File: src/sv/efu_pkg.sv
// Package for the escaped frame unpacker: byte codes, phase and status codes,
// the queued result entry type and the byte-wide CRC-32 update.
// No dependencies; used by escaped_frame_unpacker_crc32_unit.
package efu_pkg;

	localparam logic [7:0]  SyncA    = 8'h55;
	localparam logic [7:0]  SyncB    = 8'hAA;
	localparam logic [7:0]  EscChar  = 8'h7D;
	localparam logic [7:0]  FlagChar = 8'h7E;
	localparam logic [7:0]  EscLoA   = 8'h5D;
	localparam logic [7:0]  EscLoB   = 8'h5E;
	localparam logic [7:0]  EscXor   = 8'h20;
	localparam logic [31:0] CrcPoly  = 32'hEDB88320;
	localparam logic [31:0] CrcInit  = 32'hFFFFFFFF;

	// Result queue depth and the pointer width that follows from it.
	localparam int unsigned FifoDepth = 4;
	localparam int unsigned PtrW      = $clog2(FifoDepth);
	localparam int unsigned CntW      = $clog2(FifoDepth + 1);

	typedef enum logic [7:0] {
		PH_HUNT_A  = 8'b0000_0001,
		PH_HUNT_B  = 8'b0000_0010,
		PH_LEN_LO  = 8'b0000_0100,
		PH_LEN_HI  = 8'b0000_1000,
		PH_OUTSIDE = 8'b0001_0000,
		PH_INSIDE  = 8'b0010_0000,
		PH_ESCAPE  = 8'b0100_0000,
		PH_DISCARD = 8'b1000_0000
	} phase_t;

	typedef enum logic [2:0] {
		ST_CRC_OK    = 3'd0,
		ST_CRC_BAD   = 3'd1,
		ST_FLAG      = 3'd2,
		ST_ESCAPE    = 3'd3,
		ST_TOO_SHORT = 3'd4
	} status_t;

	// One queued entry: an optional payload byte followed by an optional status.
	typedef struct packed {
		logic        has_data;
		logic [7:0]  data_byte;
		logic        has_status;
		status_t     status;
		logic [15:0] payload_count;
	} entry_t;

	// Reflected CRC-32 over one byte, eight shift steps.
	function automatic logic [31:0] crc32_byte(input logic [31:0] crc,
		input logic [7:0] b);
		logic [31:0] c;
		c = crc ^ {24'h000000, b};
		for (int k = 0; k < 8; k++) begin
			c = {1'b0, c[31:1]} ^ (c[0] ? CrcPoly : 32'h00000000);
		end
		return c;
	endfunction

endpackage

File: src/sv/escaped_frame_unpacker_crc32_unit.sv
// Top level of the escaped frame unpacker: sync hunt, length, byte unstuffing,
// 4-byte hold-back, CRC-32 check and a small result queue.
// Depends on efu_pkg.
//
// Channel  Dir  Handshake                     Payload
// s_axis   in   s_axis_tvalid/s_axis_tready   tdata[7:0] rx_byte
// m_axis   out  m_axis_tvalid/m_axis_tready   tlast frame_end, tdata data_byte,
//                                             status, payload_count
//
// One received item is taken per cycle while s_axis_tready is high. An accepted
// item is registered in stage s1 and decoded there; its results (a payload
// byte and/or a status) go into a four-entry queue as one entry. The output
// side drains one result per cycle while m_axis_tready is high. The input
// stalls only when the queue together with the item in s1 could overflow.
// arst_n clears the phase, counters and queue pointers.
module escaped_frame_unpacker_crc32_unit (
	input  logic        clk,
	input  logic        arst_n,
	input  logic        s_axis_tvalid,
	output logic        s_axis_tready,
	input  logic [7:0]  s_axis_tdata,   // [7:0] rx_byte
	output logic        m_axis_tvalid,
	input  logic        m_axis_tready,
	output logic [31:0] m_axis_tdata,   // [7:0] data_byte, [10:8] status,
	                                    // [26:11] payload_count, [31:27] zero
	output logic        m_axis_tlast    // frame_end
);

	// Input register stage.
	logic              valid_s1;
	logic [7:0]        rx_s1;

	// Deframer state.
	efu_pkg::phase_t   phase_q, phase_nx;
	logic [15:0]       left_q, left_nx;
	logic [31:0]       crc_q, crc_nx;
	logic [3:0][7:0]   hb_q, hb_nx;
	logic [2:0]        fill_q, fill_nx;
	logic [15:0]       cnt_q, cnt_nx;
	efu_pkg::entry_t   ent;
	logic              push;

	// Result queue.
	efu_pkg::entry_t                 fifo_q [efu_pkg::FifoDepth];
	logic [efu_pkg::PtrW-1:0]        wr_ptr_q, rd_ptr_q;
	logic [efu_pkg::CntW-1:0]        fcnt_q;
	logic                            second_q;
	efu_pkg::entry_t                 head;
	logic                            out_fire, pop, show_data;

	// Accept while the queue has room for the item already in s1 and this one.
	assign s_axis_tready = (fcnt_q + efu_pkg::CntW'(valid_s1))
		< efu_pkg::CntW'(efu_pkg::FifoDepth);

	always_ff @(posedge clk or negedge arst_n) begin
		if (!arst_n) begin
			valid_s1 <= 1'b0;
		end else begin
			valid_s1 <= s_axis_tvalid && s_axis_tready;
		end
	end

	always_ff @(posedge clk) begin
		if (s_axis_tvalid && s_axis_tready) begin
			rx_s1 <= s_axis_tdata;
		end
	end

	// Decode of the byte in s1 against the current phase.
	always_comb begin
		logic        has;
		logic [2:0]  err;
		logic [7:0]  db;
		logic [15:0] len;
		logic [15:0] left_dec;
		has      = 1'b0;
		err      = 3'd0;
		db       = rx_s1;
		len      = {rx_s1, left_q[7:0]};
		left_dec = left_q - 16'd1;
		phase_nx = phase_q;
		left_nx  = left_q;
		crc_nx   = crc_q;
		hb_nx    = hb_q;
		fill_nx  = fill_q;
		cnt_nx   = cnt_q;
		ent      = '0;
		case (phase_q)
			efu_pkg::PH_HUNT_B: begin
				if (rx_s1 == efu_pkg::SyncB) begin
					phase_nx = efu_pkg::PH_LEN_LO;
				end else if (rx_s1 != efu_pkg::SyncA) begin
					phase_nx = efu_pkg::PH_HUNT_A;
				end
			end
			efu_pkg::PH_LEN_LO: begin
				left_nx  = {8'h00, rx_s1};
				phase_nx = efu_pkg::PH_LEN_HI;
			end
			efu_pkg::PH_LEN_HI: begin
				left_nx = len;
				if (len == 16'd0) begin
					ent.has_status = 1'b1;
					ent.status     = efu_pkg::ST_TOO_SHORT;
					phase_nx       = efu_pkg::PH_HUNT_A;
				end else begin
					crc_nx   = efu_pkg::CrcInit;
					fill_nx  = 3'd0;
					cnt_nx   = 16'd0;
					phase_nx = efu_pkg::PH_OUTSIDE;
				end
			end
			efu_pkg::PH_OUTSIDE, efu_pkg::PH_INSIDE, efu_pkg::PH_ESCAPE: begin
				if (phase_q == efu_pkg::PH_ESCAPE) begin
					if (rx_s1 == efu_pkg::EscLoA || rx_s1 == efu_pkg::EscLoB) begin
						db       = rx_s1 ^ efu_pkg::EscXor;
						has      = 1'b1;
						phase_nx = efu_pkg::PH_INSIDE;
					end else begin
						err = efu_pkg::ST_ESCAPE;
					end
				end else if (!(phase_q == efu_pkg::PH_OUTSIDE
					&& rx_s1 == efu_pkg::FlagChar)) begin
					if (rx_s1 == efu_pkg::EscChar) begin
						phase_nx = efu_pkg::PH_ESCAPE;
					end else if (rx_s1 == efu_pkg::FlagChar) begin
						// A flag is legal only two bytes before the frame end.
						if (left_q == 16'd2) begin
							phase_nx = efu_pkg::PH_OUTSIDE;
						end else begin
							err = efu_pkg::ST_FLAG;
						end
					end else begin
						phase_nx = efu_pkg::PH_INSIDE;
						has      = 1'b1;
					end
				end
				if (has) begin
					if (fill_q[2]) begin
						// Hold-back full: the oldest byte leaves as payload.
						ent.has_data  = 1'b1;
						ent.data_byte = hb_q[0];
						crc_nx        = efu_pkg::crc32_byte(crc_q, hb_q[0]);
						cnt_nx        = cnt_q + 16'd1;
						hb_nx         = {db, hb_q[3:1]};
					end else begin
						hb_nx[fill_q[1:0]] = db;
						fill_nx            = fill_q + 3'd1;
					end
				end
				left_nx = left_dec;
				if (err != 3'd0) begin
					ent.has_status = 1'b1;
					ent.status     = efu_pkg::status_t'(err);
					phase_nx = (left_dec != 16'd0) ? efu_pkg::PH_DISCARD
						: efu_pkg::PH_HUNT_A;
				end else if (left_dec == 16'd0) begin
					ent.has_status = 1'b1;
					if (!fill_nx[2]) begin
						ent.status = efu_pkg::ST_TOO_SHORT;
					end else begin
						// The held-back bytes are the received CRC, low byte first.
						ent.status = ((~crc_nx) == hb_nx) ? efu_pkg::ST_CRC_OK
							: efu_pkg::ST_CRC_BAD;
						ent.payload_count = cnt_nx;
					end
					phase_nx = efu_pkg::PH_HUNT_A;
				end
			end
			efu_pkg::PH_DISCARD: begin
				left_nx = left_dec;
				if (left_dec == 16'd0) begin
					phase_nx = efu_pkg::PH_HUNT_A;
				end
			end
			default: begin
				phase_nx = (rx_s1 == efu_pkg::SyncA) ? efu_pkg::PH_HUNT_B
					: efu_pkg::PH_HUNT_A;
			end
		endcase
	end

	assign push = valid_s1 && (ent.has_data || ent.has_status);

	always_ff @(posedge clk or negedge arst_n) begin
		if (!arst_n) begin
			phase_q <= efu_pkg::PH_HUNT_A;
			left_q  <= 16'd0;
			crc_q   <= efu_pkg::CrcInit;
			fill_q  <= 3'd0;
			cnt_q   <= 16'd0;
		end else if (valid_s1) begin
			phase_q <= phase_nx;
			left_q  <= left_nx;
			crc_q   <= crc_nx;
			fill_q  <= fill_nx;
			cnt_q   <= cnt_nx;
		end
	end

	// Hold-back bytes are only read once all four have been written.
	always_ff @(posedge clk) begin
		if (valid_s1) begin
			hb_q <= hb_nx;
		end
	end

	// Output side: an entry with both results shows the byte first.
	assign head      = fifo_q[rd_ptr_q];
	assign show_data = head.has_data && !second_q;
	assign out_fire  = m_axis_tvalid && m_axis_tready;
	assign pop       = out_fire && !(show_data && head.has_status);

	assign m_axis_tvalid = (fcnt_q != '0);
	assign m_axis_tlast  = !show_data;
	assign m_axis_tdata  = show_data
		? {24'h000000, head.data_byte}
		: {5'b00000, head.payload_count, head.status, 8'h00};

	always_ff @(posedge clk) begin
		if (push) begin
			fifo_q[wr_ptr_q] <= ent;
		end
	end

	always_ff @(posedge clk or negedge arst_n) begin
		if (!arst_n) begin
			wr_ptr_q <= '0;
			rd_ptr_q <= '0;
			fcnt_q   <= '0;
			second_q <= 1'b0;
		end else begin
			if (push) begin
				wr_ptr_q <= wr_ptr_q + 1'b1;
			end
			if (pop) begin
				rd_ptr_q <= rd_ptr_q + 1'b1;
			end
			fcnt_q <= fcnt_q + efu_pkg::CntW'(push) - efu_pkg::CntW'(pop);
			if (pop) begin
				second_q <= 1'b0;
			end else if (out_fire) begin
				second_q <= 1'b1;
			end
		end
	end

`ifndef SYNTH
	a_no_overflow: assert property (@(posedge clk) disable iff (!arst_n)
		push && !pop |-> fcnt_q < efu_pkg::CntW'(efu_pkg::FifoDepth))
		else $error("result queue overflow");

	a_count_range: assert property (@(posedge clk) disable iff (!arst_n)
		fcnt_q <= efu_pkg::CntW'(efu_pkg::FifoDepth))
		else $error("result queue count out of range");

	a_fill_range: assert property (@(posedge clk) disable iff (!arst_n)
		fill_q <= 3'd4)
		else $error("hold-back fill out of range");

	a_second_pair: assert property (@(posedge clk) disable iff (!arst_n)
		second_q |-> m_axis_tvalid && head.has_data && head.has_status)
		else $error("second beat without a paired entry");

	a_err_count: assert property (@(posedge clk) disable iff (!arst_n)
		push && ent.has_status && ent.status != efu_pkg::ST_CRC_OK
		&& ent.status != efu_pkg::ST_CRC_BAD |-> ent.payload_count == 16'd0)
		else $error("error status with nonzero count");
`endif

endmodule
File: config.mk
export PLATFORM = sky130hd
export DESIGN_NAME = escaped_frame_unpacker_crc32_unit
export DESIGN_NICKNAME = d
export VERILOG_FILES = /design/src/sv/efu_pkg.sv /design/src/sv/escaped_frame_unpacker_crc32_unit.sv
export SDC_FILE = /design/constraint.sdc
export NUM_CORES = 1
export LEC_CHECK = 0
export ABC_CLOCK_PERIOD_IN_PS = 4590
export BUFFER_PORTS_ARGS = -buffer_cell sky130_fd_sc_hd__buf_4
export CAP_MARGIN = 20
export CORE_MARGIN = 2
export CORE_UTILIZATION = 50
export DETAILED_ROUTE_END_ITERATION = 8
export GPL_TIMING_DRIVEN = 0
export MAX_ROUTING_LAYER = met4
export PLACE_DENSITY = 0.67
export SKIP_LAST_GASP = 1
export SLEW_MARGIN = 20
export SYNTH_ARGS = -nofsm -noshare
export SYNTH_HDL_FRONTEND = slang
export SYNTH_SLANG_ARGS = --single-unit
File: constraint.sdc
create_clock -name clk -period 4.59 [get_ports clk]
set_input_delay 0.918 -clock clk [delete_from_list [all_inputs] [get_ports clk]]
set_output_delay 0.918 -clock clk [all_outputs]
set_load 0.02 [all_outputs]
==> metrics.csv <==
metric,value,unit
outcome,"finished, final reports clean",
Worst Skew,20.2,ps
post-layout power,5740,uW
vias in the first global route,8999,
Worst R2R End,fifo_q[2][16],
RSZ-0062 raised after global routing,false,
ratio of cells with drive above 1 in the final layout,18.3,%
"Cell Area, Synth",12800,sq um
die area,27000,sq um
CTS tree,built,
P_int,4210,uW
ANT nets after route,0,
synth warn,0,
Routed WL,32100,um
Crit Path Class,register to register,
clock share of power,39.7,%
Worst setup SP type,register,
Layout fillers,2066,
register area share after synthesis,53.2,%
"Reg clk slew, reported paths",60,ps
Final Max Slew Viols,0,
Initial DRT Pass Iterations,5,
Initial Util,50.9,%
CORE AREA,25200,sq um
Final setup violation count,0,
Fin. Hold Viols,0,
Max-Cap Viols,0,
routed via count,9106,
worst slew pin tran,1120,ps
"Largest stage delay, worst path",560,ps
cell leakage power,0.00488,uW
CTS HTree Levels,1,
Net Sw Frac,26.7,%
Synth Instances,1110,
Worst Hold Class,input pin to asynchronous set/reset pin,
Flop pwr share,41.8,%
Critical Path Sink Type,register,
Setup TNS,0,ps
pin count of the biggest net entering global routing,85,
Die Wd,164,um
synthesized area per cell,11.6,sq um
"Primary FF master, synth",edfxtp_1,
setup slack at placement,59.3,ps
CTS Buffer Depth,3,
Area Overhead vs Synth,14.1,%
CP arrival,4610,ps
antenna violations before repair,0,
worst r2r src,rx_s1[5],
area of the multi-input gates,5620,sq um
Reg area,6830,sq um
die height,164,um
row count,58,
"most common cell after layout, fill and taps aside",edfxtp_1,
max frequency,0.228,GHz
Final GP Congestion,0.924,
number of flops mapped to enable cells by yosys,156,
most frequent cells in the layout,"156 x edfxtp_1, 95 x nor2_1, 79 x xnor2_1, 76 x o21ai_0, 72 x nand2_1",
non-filler cells in the finished layout,1537,
Critical-path top delay cell,edfxtp_1,
critical path depth,11,
combinational share of power,18.4,%
CTS Buf Count,26,
DRT iter0 DRCs,910,
Worst-Skew Late Latency,540,ps
Max IR drop VDD,284,uV
P per Cell Area,392,nW/um^2
WP data required,4810,ps
"critical path fanouts, max",10,
routed len/inst,20.9,um
setup ws final,207,ps
n_diodes,0,
switching pwr,1530,uW
aggregate global routing overflow,0,
ys async rst share,35.0,%
post-synth cell types,75,
first-pass GRT wire length,51200,um
vias per cell,5.92,
DRC violations left,0,
Slew headroom,24.7,%
Synth Register Bits,240,
"CP delay by family, top",simple AND/OR/NAND/NOR gates,
CTS Root Cell,clkbuf_16,
Final Critical Period,4380,ps
postcts setup bufs,0,
Final #Nets,1216,
PortBufs,41,
path depth of the worst reg2reg path,11,
CP Buf/Inv Count,2,
Final Cycle Share,95.5,%
worst reg-to-reg setup slack,210,ps
Placed Instances,1490,
clock sinks,240,
"Cell Chain, Critical Path",or2_2 > nor4_2 > a22o_2 > buf_6 > buf_2 > nand2_1 > o221a_2 > a311oi_1 > nand4_1 > nor4_1 > a2111oi_2,
# IOs,47,
Total Routing Usage GR,25.3,%
post-DP HPWL,22400,um
==> cell type report <==
type | instances | share of cell area (%)
clock buffers | 32 | 4.81
repair buffers | 46 | 2.91
multi-input cells | 781 | 38.4
clock inverters | 15 | 1.56
inverters | 24 | 0.615
flip-flops and latches | 240 | 46.6
plain buffers | 69 | 2.28
well taps | 330 | 2.82
==> power groups by stage <==
| stage | clock network, uW | logic [uW] | registers [uW] |
|---|---|---|---|
| 2_1_floorplan | 0 | 698 | 2420 |
| 3_3_place_gp | 0 | 1070 | 2440 |
| 3_5_place_dp | 0 | 1070 | 2440 |
| 4_1_cts | 2310 | 1080 | 2400 |
| 5_1_grt | 2400 | 1150 | 2410 |
| 6_report | 2280 | 1060 | 2400 |
==> cell usage after synthesis, types with 12 or more instances <==
| master | instances | area [sq um] |
|---|---|---|
| xor2_1 | 36 | 315 |
| nor2_1 | 95 | 357 |
| nor3_1 | 15 | 75.1 |
| and2_1 | 13 | 81.3 |
| o21ai_0 | 76 | 380 |
| xnor2_1 | 79 | 692 |
| o22ai_1 | 12 | 75.1 |
| nand2_1 | 72 | 270 |
| edfxtp_1 | 156 | 4680 |
| ha_1 | 15 | 188 |
| nand3_1 | 22 | 110 |
| and3_1 | 20 | 125 |
| dfrtp_1 | 51 | 1280 |
| inv_1 | 24 | 90.1 |
| a31oi_1 | 15 | 93.8 |
| mux2_2 | 13 | 146 |
| buf_2 | 12 | 60.1 |
| nor2b_1 | 25 | 156 |
| a21oi_1 | 67 | 335 |
| clkbuf_1 | 39 | 146 |
| a22oi_1 | 13 | 97.6 |
| mux4_2 | 29 | 653 |
| nand4_1 | 17 | 106 |
| dfstp_2 | 33 | 867 |
| mux2i_1 | 17 | 170 |
==> worst max-delay path by stage <==
stage,startpoint,to,slack (ps)
3_5_place_dp,rx_s1[5],fifo_q[2][16],60
5_1_grt,left_q[2],fcnt_q[2],10
2_1_floorplan,left_q[5],fifo_q[0][0],610
4_1_cts,rx_s1[5],fifo_q[2][16],30
6_report,rx_s1[5],fifo_q[2][16],210
3_3_place_gp,left_q[2],fifo_q[1][12],-500
==> metrics by stage <==
stage	hold slack, ps	util (%)	instance area (sq um)
floorplan	463	-	12800
global placement	485	53.9	13600
detailed placement	495	54.4	13700
CTS	489	58.1	14600
global route	504	58.1	14600
finish	385	58.1	14600
==> metal layers <==
metal | vias up | GRT usage, % | routed length, um | part of all wire, %
met3 | 39 | 2.93 | 2190 | 6.8
met1 | 4454 | 35.6 | 14200 | 44
li1 | 4250 | - | - | -
met4 | 0 | 5.66 | 554 | 1.7
met2 | 363 | 39.7 | 15200 | 47
met5 | - | - | 0 | 0
==> cells by family (layout without fill, tap and decap cells) <==
group	after synthesis	after routing	synth area share, %
other	1	5	0.0292
AO/OA/AOI/OAI	237	237	11.4
multiplexers	60	60	7.67
buffers and inverters	93	186	3.30
flip-flops	240	240	53.2
adder cells (fa/ha/maj)	16	16	1.62
XOR/XNOR	122	122	9.04
AND/OR/NAND/NOR	341	341	13.8
==> sequential cells by signal, indices dropped and copies added, names as in the netlist, 3 cells and up <==
name	cells
fifo_q	116
crc_q	32
hb_q	32
cnt_q	16
left_q	16
phase_q	8
rx_s1	8
fcnt_q	3
fill_q	3
==> what timing repair did <==
action	in CTS	in global routing
gates resized for setup	0	2
hold buffers	0	0
endpoints found under the hold margin	0	0
setup endpoints to repair	0	132
Note: power is estimated with default switching activity, not from simulation.
